**config.mk**
```make
export PLATFORM = sky130hd
export DESIGN_NAME = ack_gated_command_sequencer
export DESIGN_NICKNAME = d
export VERILOG_FILES = /design/src/rtl/core/agcs_pkg.sv /design/src/rtl/core/ack_gated_command_sequencer.sv
export VERILOG_INCLUDE_DIRS = /design/src /design/src/rtl/core
export SDC_FILE = /design/constraint.sdc
export NUM_CORES = 2
export LEC_CHECK = 0
export BUFFER_PORTS_ARGS = -buffer_cell sky130_fd_sc_hd__buf_2
export CAP_MARGIN = 0
export CORE_MARGIN = 5
export CORE_UTILIZATION = 25
export DETAILED_ROUTE_END_ITERATION = 8
export PLACE_DENSITY = 0.36
export SLEW_MARGIN = 20
export SYNTH_ARGS = -nofsm -noshare
export SYNTH_HDL_FRONTEND = slang
export SYNTH_SLANG_ARGS = --single-unit
```
**constraint.sdc**
```tcl
create_clock -name i_clk -period 11.5 [get_ports i_clk]
set_input_delay 1.15 -clock i_clk [delete_from_list [all_inputs] [get_ports i_clk]]
set_output_delay 1.15 -clock i_clk [all_outputs]
set_load 0.01 [all_outputs]
```
**src/rtl/core/ack_gated_command_sequencer_assert.svh**
```systemverilog
// Assertion macros shared by the command sequencer RTL.
`ifndef ACK_GATED_COMMAND_SEQUENCER_ASSERT_SVH
`define ACK_GATED_COMMAND_SEQUENCER_ASSERT_SVH
`ifndef SYNTHESIS
`define AGCS_ASSERT_IMP(lbl, clk, rstn, ante, cons) \
    lbl: assert property (@(posedge clk) disable iff (!(rstn)) (ante) |-> (cons)) \
        else $error("sequencer assertion failed");
`define AGCS_ASSERT_NXT(lbl, clk, rstn, ante, cons) \
    lbl: assert property (@(posedge clk) disable iff (!(rstn)) (ante) |=> (cons)) \
        else $error("sequencer assertion failed");
`else
`define AGCS_ASSERT_IMP(lbl, clk, rstn, ante, cons)
`define AGCS_ASSERT_NXT(lbl, clk, rstn, ante, cons)
`endif
`endif

```
**src/rtl/core/agcs_pkg.sv**
```systemverilog
// Types, constants and the control store of the command sequencer.
package agcs_pkg;

    localparam int SEQ_DEPTH = 32;
    localparam int IDX_W     = $clog2(SEQ_DEPTH);
    localparam int PTR_W     = 6;
    localparam logic [PTR_W-1:0] DEPTH_P = PTR_W'(SEQ_DEPTH);
    localparam logic [31:0] RETRY_GAP_MS = 32'd250;
    localparam logic [3:0]  TRIES_MAX    = 4'hF;
    localparam logic [7:0]  LATCH_CODE_IDLE = 8'hFF;
    localparam logic [7:0]  REPLY_OK   = 8'd0;
    localparam logic [7:0]  REPLY_BUSY = 8'd1;

    localparam logic [1:0] ACT_LOAD  = 2'd0;
    localparam logic [1:0] ACT_START = 2'd1;
    localparam logic [1:0] ACT_ACK   = 2'd2;
    localparam logic [1:0] ACT_TICK  = 2'd3;

    // Input word, last field (step_index) in the lowest bits.
    typedef struct packed {
        logic [3:0]        pad;
        logic [31:0]       now_ms;
        logic signed [7:0] reply_code;
        logic [9:0]        reply_id;
        logic [5:0]        seq_length;
        logic [15:0]       post_delay_ms;
        logic              abort_on_fail;
        logic [3:0]        try_limit;
        logic [15:0]       timeout_ms;
        logic [9:0]        expect_id;
        logic [7:0]        command_code;
        logic [4:0]        step_index;
    } t_in_word;

    typedef struct packed {
        logic [4:0] pad;
        logic [5:0] current_step;
        logic       seq_failed;
        logic       seq_done;
        logic       awaiting_ack;
        logic       busy_res;
        logic [7:0] send_code;
        logic       send_valid;
    } t_out_word;

    typedef struct packed {
        logic [15:0] post_delay_ms;
        logic        abort_on_fail;
        logic [3:0]  try_limit;
        logic [15:0] timeout_ms;
        logic [9:0]  expect_id;
        logic [7:0]  command_code;
    } t_step;

    typedef enum logic [4:0] {
        U_FETCH, U_DISP_LOAD, U_DISP_START, U_DISP_ACK, U_TICK_RUN, U_TICK_END,
        U_TICK_DUE, U_TICK_WAIT, U_SEND, U_TICK_MATCH, U_ACK_EVAL, U_TICK_DL,
        U_FAIL, U_LOAD, U_START, U_ACK, U_EMIT
    } t_upc;

    typedef enum logic [3:0] {
        OP_NONE, OP_ACCEPT, OP_LOAD, OP_START, OP_ACK, OP_END, OP_SEND,
        OP_ACK_EVAL, OP_FAIL, OP_EMIT
    } t_uop;

    typedef enum logic [3:0] {
        C_ALWAYS, C_ITEM, C_IS_LOAD, C_IS_START, C_IS_ACK, C_IDLE, C_AT_END,
        C_NOT_DUE, C_WAITING, C_NO_MATCH, C_CODE_LOW, C_DL_REACHED, C_OUT_FREE
    } t_cond;

    typedef struct packed {
        t_uop  op;
        t_cond cond;
        t_upc  jt;
        t_upc  jf;
    } t_ctrl;

    // Control store: the condition picks the true or the false target.
    function automatic t_ctrl uc_rom(input t_upc pc);
        t_ctrl w;
        case (pc)
            U_FETCH:      w = '{OP_ACCEPT,   C_ITEM,       U_DISP_LOAD,  U_FETCH};
            U_DISP_LOAD:  w = '{OP_NONE,     C_IS_LOAD,    U_LOAD,       U_DISP_START};
            U_DISP_START: w = '{OP_NONE,     C_IS_START,   U_START,      U_DISP_ACK};
            U_DISP_ACK:   w = '{OP_NONE,     C_IS_ACK,     U_ACK,        U_TICK_RUN};
            U_TICK_RUN:   w = '{OP_NONE,     C_IDLE,       U_EMIT,       U_TICK_END};
            U_TICK_END:   w = '{OP_END,      C_AT_END,     U_EMIT,       U_TICK_DUE};
            U_TICK_DUE:   w = '{OP_NONE,     C_NOT_DUE,    U_EMIT,       U_TICK_WAIT};
            U_TICK_WAIT:  w = '{OP_NONE,     C_WAITING,    U_TICK_MATCH, U_SEND};
            U_SEND:       w = '{OP_SEND,     C_ALWAYS,     U_EMIT,       U_EMIT};
            U_TICK_MATCH: w = '{OP_NONE,     C_NO_MATCH,   U_TICK_DL,    U_ACK_EVAL};
            U_ACK_EVAL:   w = '{OP_ACK_EVAL, C_CODE_LOW,   U_EMIT,       U_FAIL};
            U_TICK_DL:    w = '{OP_NONE,     C_DL_REACHED, U_FAIL,       U_EMIT};
            U_FAIL:       w = '{OP_FAIL,     C_ALWAYS,     U_EMIT,       U_EMIT};
            U_LOAD:       w = '{OP_LOAD,     C_ALWAYS,     U_EMIT,       U_EMIT};
            U_START:      w = '{OP_START,    C_ALWAYS,     U_EMIT,       U_EMIT};
            U_ACK:        w = '{OP_ACK,      C_ALWAYS,     U_EMIT,       U_EMIT};
            U_EMIT:       w = '{OP_EMIT,     C_OUT_FREE,   U_FETCH,      U_EMIT};
            default:      w = '{OP_NONE,     C_ALWAYS,     U_FETCH,      U_FETCH};
        endcase
        return w;
    endfunction

endpackage

```
**src/rtl/core/ack_gated_command_sequencer.sv**
```systemverilog
// Microcoded command sequencer with acknowledge wait, retry, timeout and abort.
//
// Usage: each input word on the s_ channel carries one action in s_tuser (load a
// step entry, start the sequence, an acknowledge, a millisecond tick) and the
// fields in s_tdata. Every accepted word yields exactly one result word on the
// m_ channel with the command to send, if any, and the sequencer status.
// A small control store walks each word through the datapath. A tick changes nothing
// while idle, ends the sequence at the end of the table, waits when not yet due,
// issues a command, handles an ok or in-process reply or finds the deadline not yet
// reached, or retries or aborts on a failure reply or a timeout.
// The step table is a 32-entry memory whose registered read port follows the step
// pointer every cycle, so the entry is ready well before a tick examines it.
// One word is in flight at a time; the next is taken in the cycle after the result
// has been placed in the output register. If the receiver stalls, the result is held
// and a further result waits in the control store until the register frees. Reset is
// synchronous and clears all control state; the step table keeps its contents and
// must be loaded before a sequence is started.
`include "ack_gated_command_sequencer_assert.svh"

module ack_gated_command_sequencer (
    input  logic         i_clk,
    input  logic         i_rst_n,
    input  logic         s_tvalid,
    output logic         s_tready,
    // step_index, command_code, expect_id, timeout_ms, try_limit, abort_on_fail,
    // post_delay_ms, seq_length, reply_id, reply_code, now_ms, zero fill
    input  logic [119:0] s_tdata,
    // action
    input  logic [1:0]   s_tuser,
    output logic         m_tvalid,
    input  logic         m_tready,
    // send_valid, send_code, busy_res, awaiting_ack, seq_done, seq_failed,
    // current_step, zero fill
    output logic [23:0]  m_tdata
);

    agcs_pkg::t_upc    r_upc, n_upc;
    agcs_pkg::t_ctrl   ctrl;
    logic              cond_true;

    agcs_pkg::t_in_word r_in;
    logic [1:0]         r_action;

    agcs_pkg::t_step   r_table [agcs_pkg::SEQ_DEPTH];
    agcs_pkg::t_step   r_entry;

    logic                       r_running;
    logic [agcs_pkg::PTR_W-1:0] r_step_ptr;
    logic [agcs_pkg::PTR_W-1:0] r_step_count;
    logic [3:0]                 r_tries_used;
    logic                       r_waiting;
    logic                       r_failed;
    logic [31:0]                r_next_time;
    logic [31:0]                r_deadline;
    logic                       r_latch_valid;
    logic [9:0]                 r_latch_id;
    logic [7:0]                 r_latch_code;

    logic       r_send;
    logic [7:0] r_send_code;
    logic       r_done;

    logic                r_m_valid;
    agcs_pkg::t_out_word r_m_data;

    logic        out_free;
    logic        at_end;
    logic [31:0] due_diff;
    logic [31:0] dl_diff;
    logic        exhausted;
    logic [31:0] post_time;
    logic [31:0] tmo_time;

    assign out_free  = !r_m_valid || m_tready;
    assign at_end    = (r_step_ptr >= r_step_count) || (r_step_ptr >= agcs_pkg::DEPTH_P);
    assign due_diff  = r_in.now_ms - r_next_time;
    assign dl_diff   = r_in.now_ms - r_deadline;
    assign exhausted = r_tries_used >= r_entry.try_limit;
    assign post_time = r_in.now_ms + {16'd0, r_entry.post_delay_ms};
    assign tmo_time  = r_in.now_ms + {16'd0, r_entry.timeout_ms};

    assign ctrl = agcs_pkg::uc_rom(r_upc);

    always_comb begin
        case (ctrl.cond)
            agcs_pkg::C_ALWAYS:     cond_true = 1'b1;
            agcs_pkg::C_ITEM:       cond_true = s_tvalid;
            agcs_pkg::C_IS_LOAD:    cond_true = r_action == agcs_pkg::ACT_LOAD;
            agcs_pkg::C_IS_START:   cond_true = r_action == agcs_pkg::ACT_START;
            agcs_pkg::C_IS_ACK:     cond_true = r_action == agcs_pkg::ACT_ACK;
            agcs_pkg::C_IDLE:       cond_true = !r_running;
            agcs_pkg::C_AT_END:     cond_true = at_end;
            agcs_pkg::C_NOT_DUE:    cond_true = due_diff[31];
            agcs_pkg::C_WAITING:    cond_true = r_waiting;
            agcs_pkg::C_NO_MATCH:   cond_true = !(r_latch_valid &&
                                                  r_latch_id == r_entry.expect_id);
            agcs_pkg::C_CODE_LOW:   cond_true = (r_latch_code == agcs_pkg::REPLY_OK) ||
                                                (r_latch_code == agcs_pkg::REPLY_BUSY);
            agcs_pkg::C_DL_REACHED: cond_true = !dl_diff[31];
            agcs_pkg::C_OUT_FREE:   cond_true = out_free;
            default:                cond_true = 1'b0;
        endcase
    end

    // Next step of the control program.
    always_comb begin
        n_upc = cond_true ? ctrl.jt : ctrl.jf;
    end

    // Control outputs decoded from the current word.
    always_comb begin
        s_tready = (ctrl.op == agcs_pkg::OP_ACCEPT);
    end

    always_ff @(posedge i_clk) begin
        if (!i_rst_n) begin
            r_upc <= agcs_pkg::U_FETCH;
        end else begin
            r_upc <= n_upc;
        end
    end

    // Step table: one write port, one registered read port at the step pointer.
    always_ff @(posedge i_clk) begin
        if (ctrl.op == agcs_pkg::OP_LOAD &&
            {1'b0, r_in.step_index} < agcs_pkg::DEPTH_P) begin
            r_table[r_in.step_index[agcs_pkg::IDX_W-1:0]] <= '{
                post_delay_ms: r_in.post_delay_ms,
                abort_on_fail: r_in.abort_on_fail,
                try_limit:     r_in.try_limit,
                timeout_ms:    r_in.timeout_ms,
                expect_id:     r_in.expect_id,
                command_code:  r_in.command_code
            };
        end
        r_entry <= r_table[r_step_ptr[agcs_pkg::IDX_W-1:0]];
    end

    always_ff @(posedge i_clk) begin
        if (s_tvalid && s_tready) begin
            r_in <= agcs_pkg::t_in_word'(s_tdata);
        end
    end

    always_ff @(posedge i_clk) begin
        if (!i_rst_n) begin
            r_action      <= agcs_pkg::ACT_LOAD;
            r_running     <= 1'b0;
            r_step_ptr    <= '0;
            r_step_count  <= '0;
            r_tries_used  <= '0;
            r_waiting     <= 1'b0;
            r_failed      <= 1'b0;
            r_next_time   <= '0;
            r_deadline    <= '0;
            r_latch_valid <= 1'b0;
            r_latch_id    <= '0;
            r_latch_code  <= agcs_pkg::LATCH_CODE_IDLE;
            r_send        <= 1'b0;
            r_send_code   <= '0;
            r_done        <= 1'b0;
        end else begin
            case (ctrl.op)
                agcs_pkg::OP_ACCEPT: begin
                    if (s_tvalid) begin
                        r_action    <= s_tuser;
                        r_send      <= 1'b0;
                        r_send_code <= '0;
                        r_done      <= 1'b0;
                    end
                end
                agcs_pkg::OP_START: begin
                    r_step_count <= (r_in.seq_length > agcs_pkg::DEPTH_P) ?
                                    agcs_pkg::DEPTH_P : r_in.seq_length;
                    r_step_ptr   <= '0;
                    r_tries_used <= '0;
                    r_waiting    <= 1'b0;
                    r_failed     <= 1'b0;
                    r_next_time  <= '0;
                    r_running    <= 1'b1;
                end
                agcs_pkg::OP_ACK: begin
                    r_latch_id    <= r_in.reply_id;
                    r_latch_code  <= r_in.reply_code;
                    r_latch_valid <= 1'b1;
                end
                agcs_pkg::OP_END: begin
                    if (at_end) begin
                        r_running <= 1'b0;
                        r_done    <= 1'b1;
                    end
                end
                agcs_pkg::OP_SEND: begin
                    r_send      <= 1'b1;
                    r_send_code <= r_entry.command_code;
                    if (r_entry.expect_id == '0) begin
                        r_step_ptr   <= r_step_ptr + 1'b1;
                        r_tries_used <= '0;
                        r_next_time  <= post_time;
                    end else begin
                        if (r_tries_used < agcs_pkg::TRIES_MAX) begin
                            r_tries_used <= r_tries_used + 1'b1;
                        end
                        r_latch_valid <= 1'b0;
                        r_latch_code  <= agcs_pkg::LATCH_CODE_IDLE;
                        r_waiting     <= 1'b1;
                        r_deadline    <= tmo_time;
                    end
                end
                agcs_pkg::OP_ACK_EVAL: begin
                    if (r_latch_code == agcs_pkg::REPLY_BUSY) begin
                        r_latch_valid <= 1'b0;
                        r_deadline    <= tmo_time;
                    end else if (r_latch_code == agcs_pkg::REPLY_OK) begin
                        r_waiting    <= 1'b0;
                        r_step_ptr   <= r_step_ptr + 1'b1;
                        r_tries_used <= '0;
                        r_next_time  <= post_time;
                    end
                end
                agcs_pkg::OP_FAIL: begin
                    r_waiting <= 1'b0;
                    if (exhausted && r_entry.abort_on_fail) begin
                        r_failed  <= 1'b1;
                        r_running <= 1'b0;
                        r_done    <= 1'b1;
                    end else begin
                        if (exhausted) begin
                            r_step_ptr   <= r_step_ptr + 1'b1;
                            r_tries_used <= '0;
                        end
                        r_next_time <= r_in.now_ms + agcs_pkg::RETRY_GAP_MS;
                    end
                end
                default: begin
                end
            endcase
        end
    end

    // Output register: loaded when the program reaches its emit step and the register is free.
    always_ff @(posedge i_clk) begin
        if (!i_rst_n) begin
            r_m_valid <= 1'b0;
        end else if (ctrl.op == agcs_pkg::OP_EMIT && out_free) begin
            r_m_valid <= 1'b1;
        end else if (m_tready) begin
            r_m_valid <= 1'b0;
        end
    end

    always_ff @(posedge i_clk) begin
        if (ctrl.op == agcs_pkg::OP_EMIT && out_free) begin
            r_m_data <= '{
                pad:          '0,
                current_step: r_step_ptr,
                seq_failed:   r_failed,
                seq_done:     r_done,
                awaiting_ack: r_waiting,
                busy_res:     r_running,
                send_code:    r_send_code,
                send_valid:   r_send
            };
        end
    end

    assign m_tvalid = r_m_valid;
    assign m_tdata  = r_m_data;

    `AGCS_ASSERT_IMP(a_wait_needs_run, i_clk, i_rst_n, r_waiting, r_running)
    `AGCS_ASSERT_IMP(a_ptr_in_range, i_clk, i_rst_n, r_running, r_step_ptr <= r_step_count)
    `AGCS_ASSERT_IMP(a_done_not_busy, i_clk, i_rst_n, r_m_valid && r_m_data.seq_done,
                     !r_m_data.busy_res)
    `AGCS_ASSERT_NXT(a_accept_dispatch, i_clk, i_rst_n, s_tvalid && s_tready,
                     r_upc == agcs_pkg::U_DISP_LOAD)

endmodule

```
==> qor.yml <==
grt_start_max_net_pins: 109
leakage_nw: 29.1
gp_congestion: 0.726
ys_warn_count: 0
hold_viol: 0
crit_fanout: 12
drive_gt1_share_pct: 27.7
skew_ns: 0.0854
wl_per_cell_um: 27.9
synthTopCellsByArea: "edfxtp_1, mux4_2, dfxtp_1, ha_1, mux2_2"
final_max_slew_viol_count: 0
arrival_ns: 5.67
drtIter0Drc: 3369
core-area_mm2: 0.325
cts_tree: "done"
postSynthAreaPerCell_um2: 20.2
hold_path_class: "in2reg"
path_cells: "ha_1 > nand2_1 > o21ai_0 > a21oi_1 > o21ai_0 > a31oi_1 > xnor2_1 > o211ai_2 > mux2_2 > and2_1 > inv_1 > ha_1 > inv_1 > or4_4 > o311ai_2"
synth_top_area_cell: "edfxtp_1"
rr_endpoint: "ctrl[13]"
vias: 40302
worst-path-buf-inv: 2
synth.distinct_cells: 80
fill_cells: 31841
dieHeight_um: 582
synth-xor-area-share_pct: 0.633
die_area_mm2: 0.338
async_flop_share_pct: 0
wirelength_um: 248000
crit_cells: 15
synth_top_cell_area_share_pct: 69.7
synth_top_family_by_area: "multiplexers"
grt_pass1_vias: 42039
cp_slowest_stage_delay_ns: 0.65
grtUsageTotal_pct: 14.3
cts_hold_buf: 0
cp-endpoint: "ctrl[13]"
syn-instance-count: 4035
place.port_buffers: 142
status: "finished, final reports clean"
cts_sinks: 2083
cp_top_family: "compound AO/OA/AOI/OAI gates"
dp_slack_ns: 6.37
first_pass_iters: 5
cts_resized: 0
slew_headroom_pct: 26.7
clk_pin_slew_ns: 0.06
rr_worst_depth: 15
synth-edff-count: 1895
synthFlopType: "edfxtp_1"
drv_cap: 0
critPathLaunchType: "flip-flop"
max_clock_freq_mhz: 204
final_core_util_pct: 29.5
layout_setup_ws_ns: 6.60
synth_fa_ha_area_share_pct: 1.76
startpoint: "r_in[90]"
clk_latency_ns: 0.91
antenna_found_initial: 22
cp_slowest_cell: "o211ai_2"
cts_setup_buffers: 0
fp-row-count: 209
grt_overflow: 0
finalCritPeriodShare_pct: 42.6
synthSimpleGateAreaFrac_pct: 2.89
period_minus_slack_ns: 4.90
die_x_um: 582
cp.required_ns: 12.27
clk_path_buf_depth: 4
rsz0062_at_grt: "no"
htreeDepth: 4
root_buffer: "clkbuf_16"
viasPerCell: 4.54
mappedNetlistArea_mm2: 0.0817
synth-compound-area-share_pct: 2.92
critical_path_class: "reg2reg"
fin_nets: 4579
start_util_pct: 25.2
yosys-top-cells-count: "edfxtp_1, mux4_2, dfxtp_1"
ant_nets: 0
fin_total_pwr_mw: 19.4
fin_tns_setup_ns: 0
synth-seq-cells: 2083
grt_first_pass_wirelength_um: 344000
dp_hpwl_um: 136000
ys_seq_area_share_pct: 74.3
syn2layout_area_growth_pct: 17.4
setup_viol_count_final: 0
ios: 152
end_kind: "flip-flop"
worst_pin_slew_ns: 1.10
cts_made_buffers: 241
ir_drop_v: 0.000132
yosys-mux-area-fraction_pct: 16.1
drcViolationCount: 0
power_density_mw_per_mm2: 202
r2r_slack_ns: 6.60
worstReg2RegStart: "r_in[90]"
yosysMostFrequentCell: "edfxtp_1"
-- per-stage QoR --
step / std cells / hold slack, ns / instance area, um2
floorplan: 4039 / 0.408 / 81700
global placement: 8418 / 0.421 / 88200
global route: 8873 / 0.355 / 95900
CTS: 8868 / 0.308 / 95900
finish: 8877 / 0.414 / 95900
detailed placement: 8418 / 0.425 / 88200
-- metal layers --
layer / vias to the layer above / wire length, um / GRT usage (%)
met5: - / 32 / 0
li1: 17252 / - / -
met1: 21756 / 118000 / 21.0
met2: 949 / 114000 / 22.5
met4: 4 / 5510 / 3.40
met3: 341 / 10800 / 2.06
-- worst min path at each step --
stage	from	to	slack, ns	cells after the start
floorplan	r_running	m_tdata[9]	0.41	0
global placement	r_running	m_tdata[9]	0.42	0
detailed placement	r_running	m_tdata[9]	0.42	0
CTS	s_tdata[32]	r_in[32]	0.31	1
global route	s_tdata[32]	r_in[32]	0.35	1
finish	s_tdata[32]	r_in[32]	0.41	1
-- kinds of logic (layout without fill, tap and decap cells) --
kind of cell | count (synthesis) | after routing
flip-flops | 2083 | 2083
multiplexers | 620 | 620
AND/OR/NAND/NOR | 489 | 489
AO/OA/AOI/OAI | 374 | 374
buffers and inverters | 295 | 802
adder cells (fa/ha/maj) | 114 | 114
XOR/XNOR | 59 | 59
other | 1 | 11
-- layout make-up --
type	instances	area (um2)	area share, %
flip-flops and latches	2083	60700	63.3
multi-input cells	1661	20200	21.0
clock buffers	351	6750	7.04
well taps	4325	5410	5.64
repair buffers	252	1610	1.68
clock inverters	99	923	0.962
inverters	100	383	0.399
diodes	6	15.0	0.0156
-- power breakdown --
part,total [mW],leakage [nW],internal (mW),switching [mW]
Combinational,2.27,6.72,1.03,1.24
Sequential,9.63,18.6,8.97,0.656
Clock,7.48,3.75,4.33,3.15
-- placed cells by master (no fill, tap or decap), drive strengths merged, types with 18 or more instances in the layout --
master and count:
a21oi 127, mux2 58, nor3 37, nand2b 18, ha 112, a21o 21
inv 108, buf 252, clkinv 75, clkbuf 351, o21ai 73, nand4 18
edfxtp 1895, dfxtp 188, nand2 139, xnor2 49, nor2 145, a211oi 37
mux4 550, nand3 31
-- registers in the layout (all words and copies together) (netlist names), 10 cells and up --
| register | count |
|---|---|
| r_in | 116 |
| r_next_time | 32 |
| r_table | 1760 |
| r_latch_id | 10 |
| m_tdata | 19 |
| ctrl | 18 |
| r_entry | 55 |
| r_deadline | 32 |
Note: power is estimated with default switching activity, not from simulation.
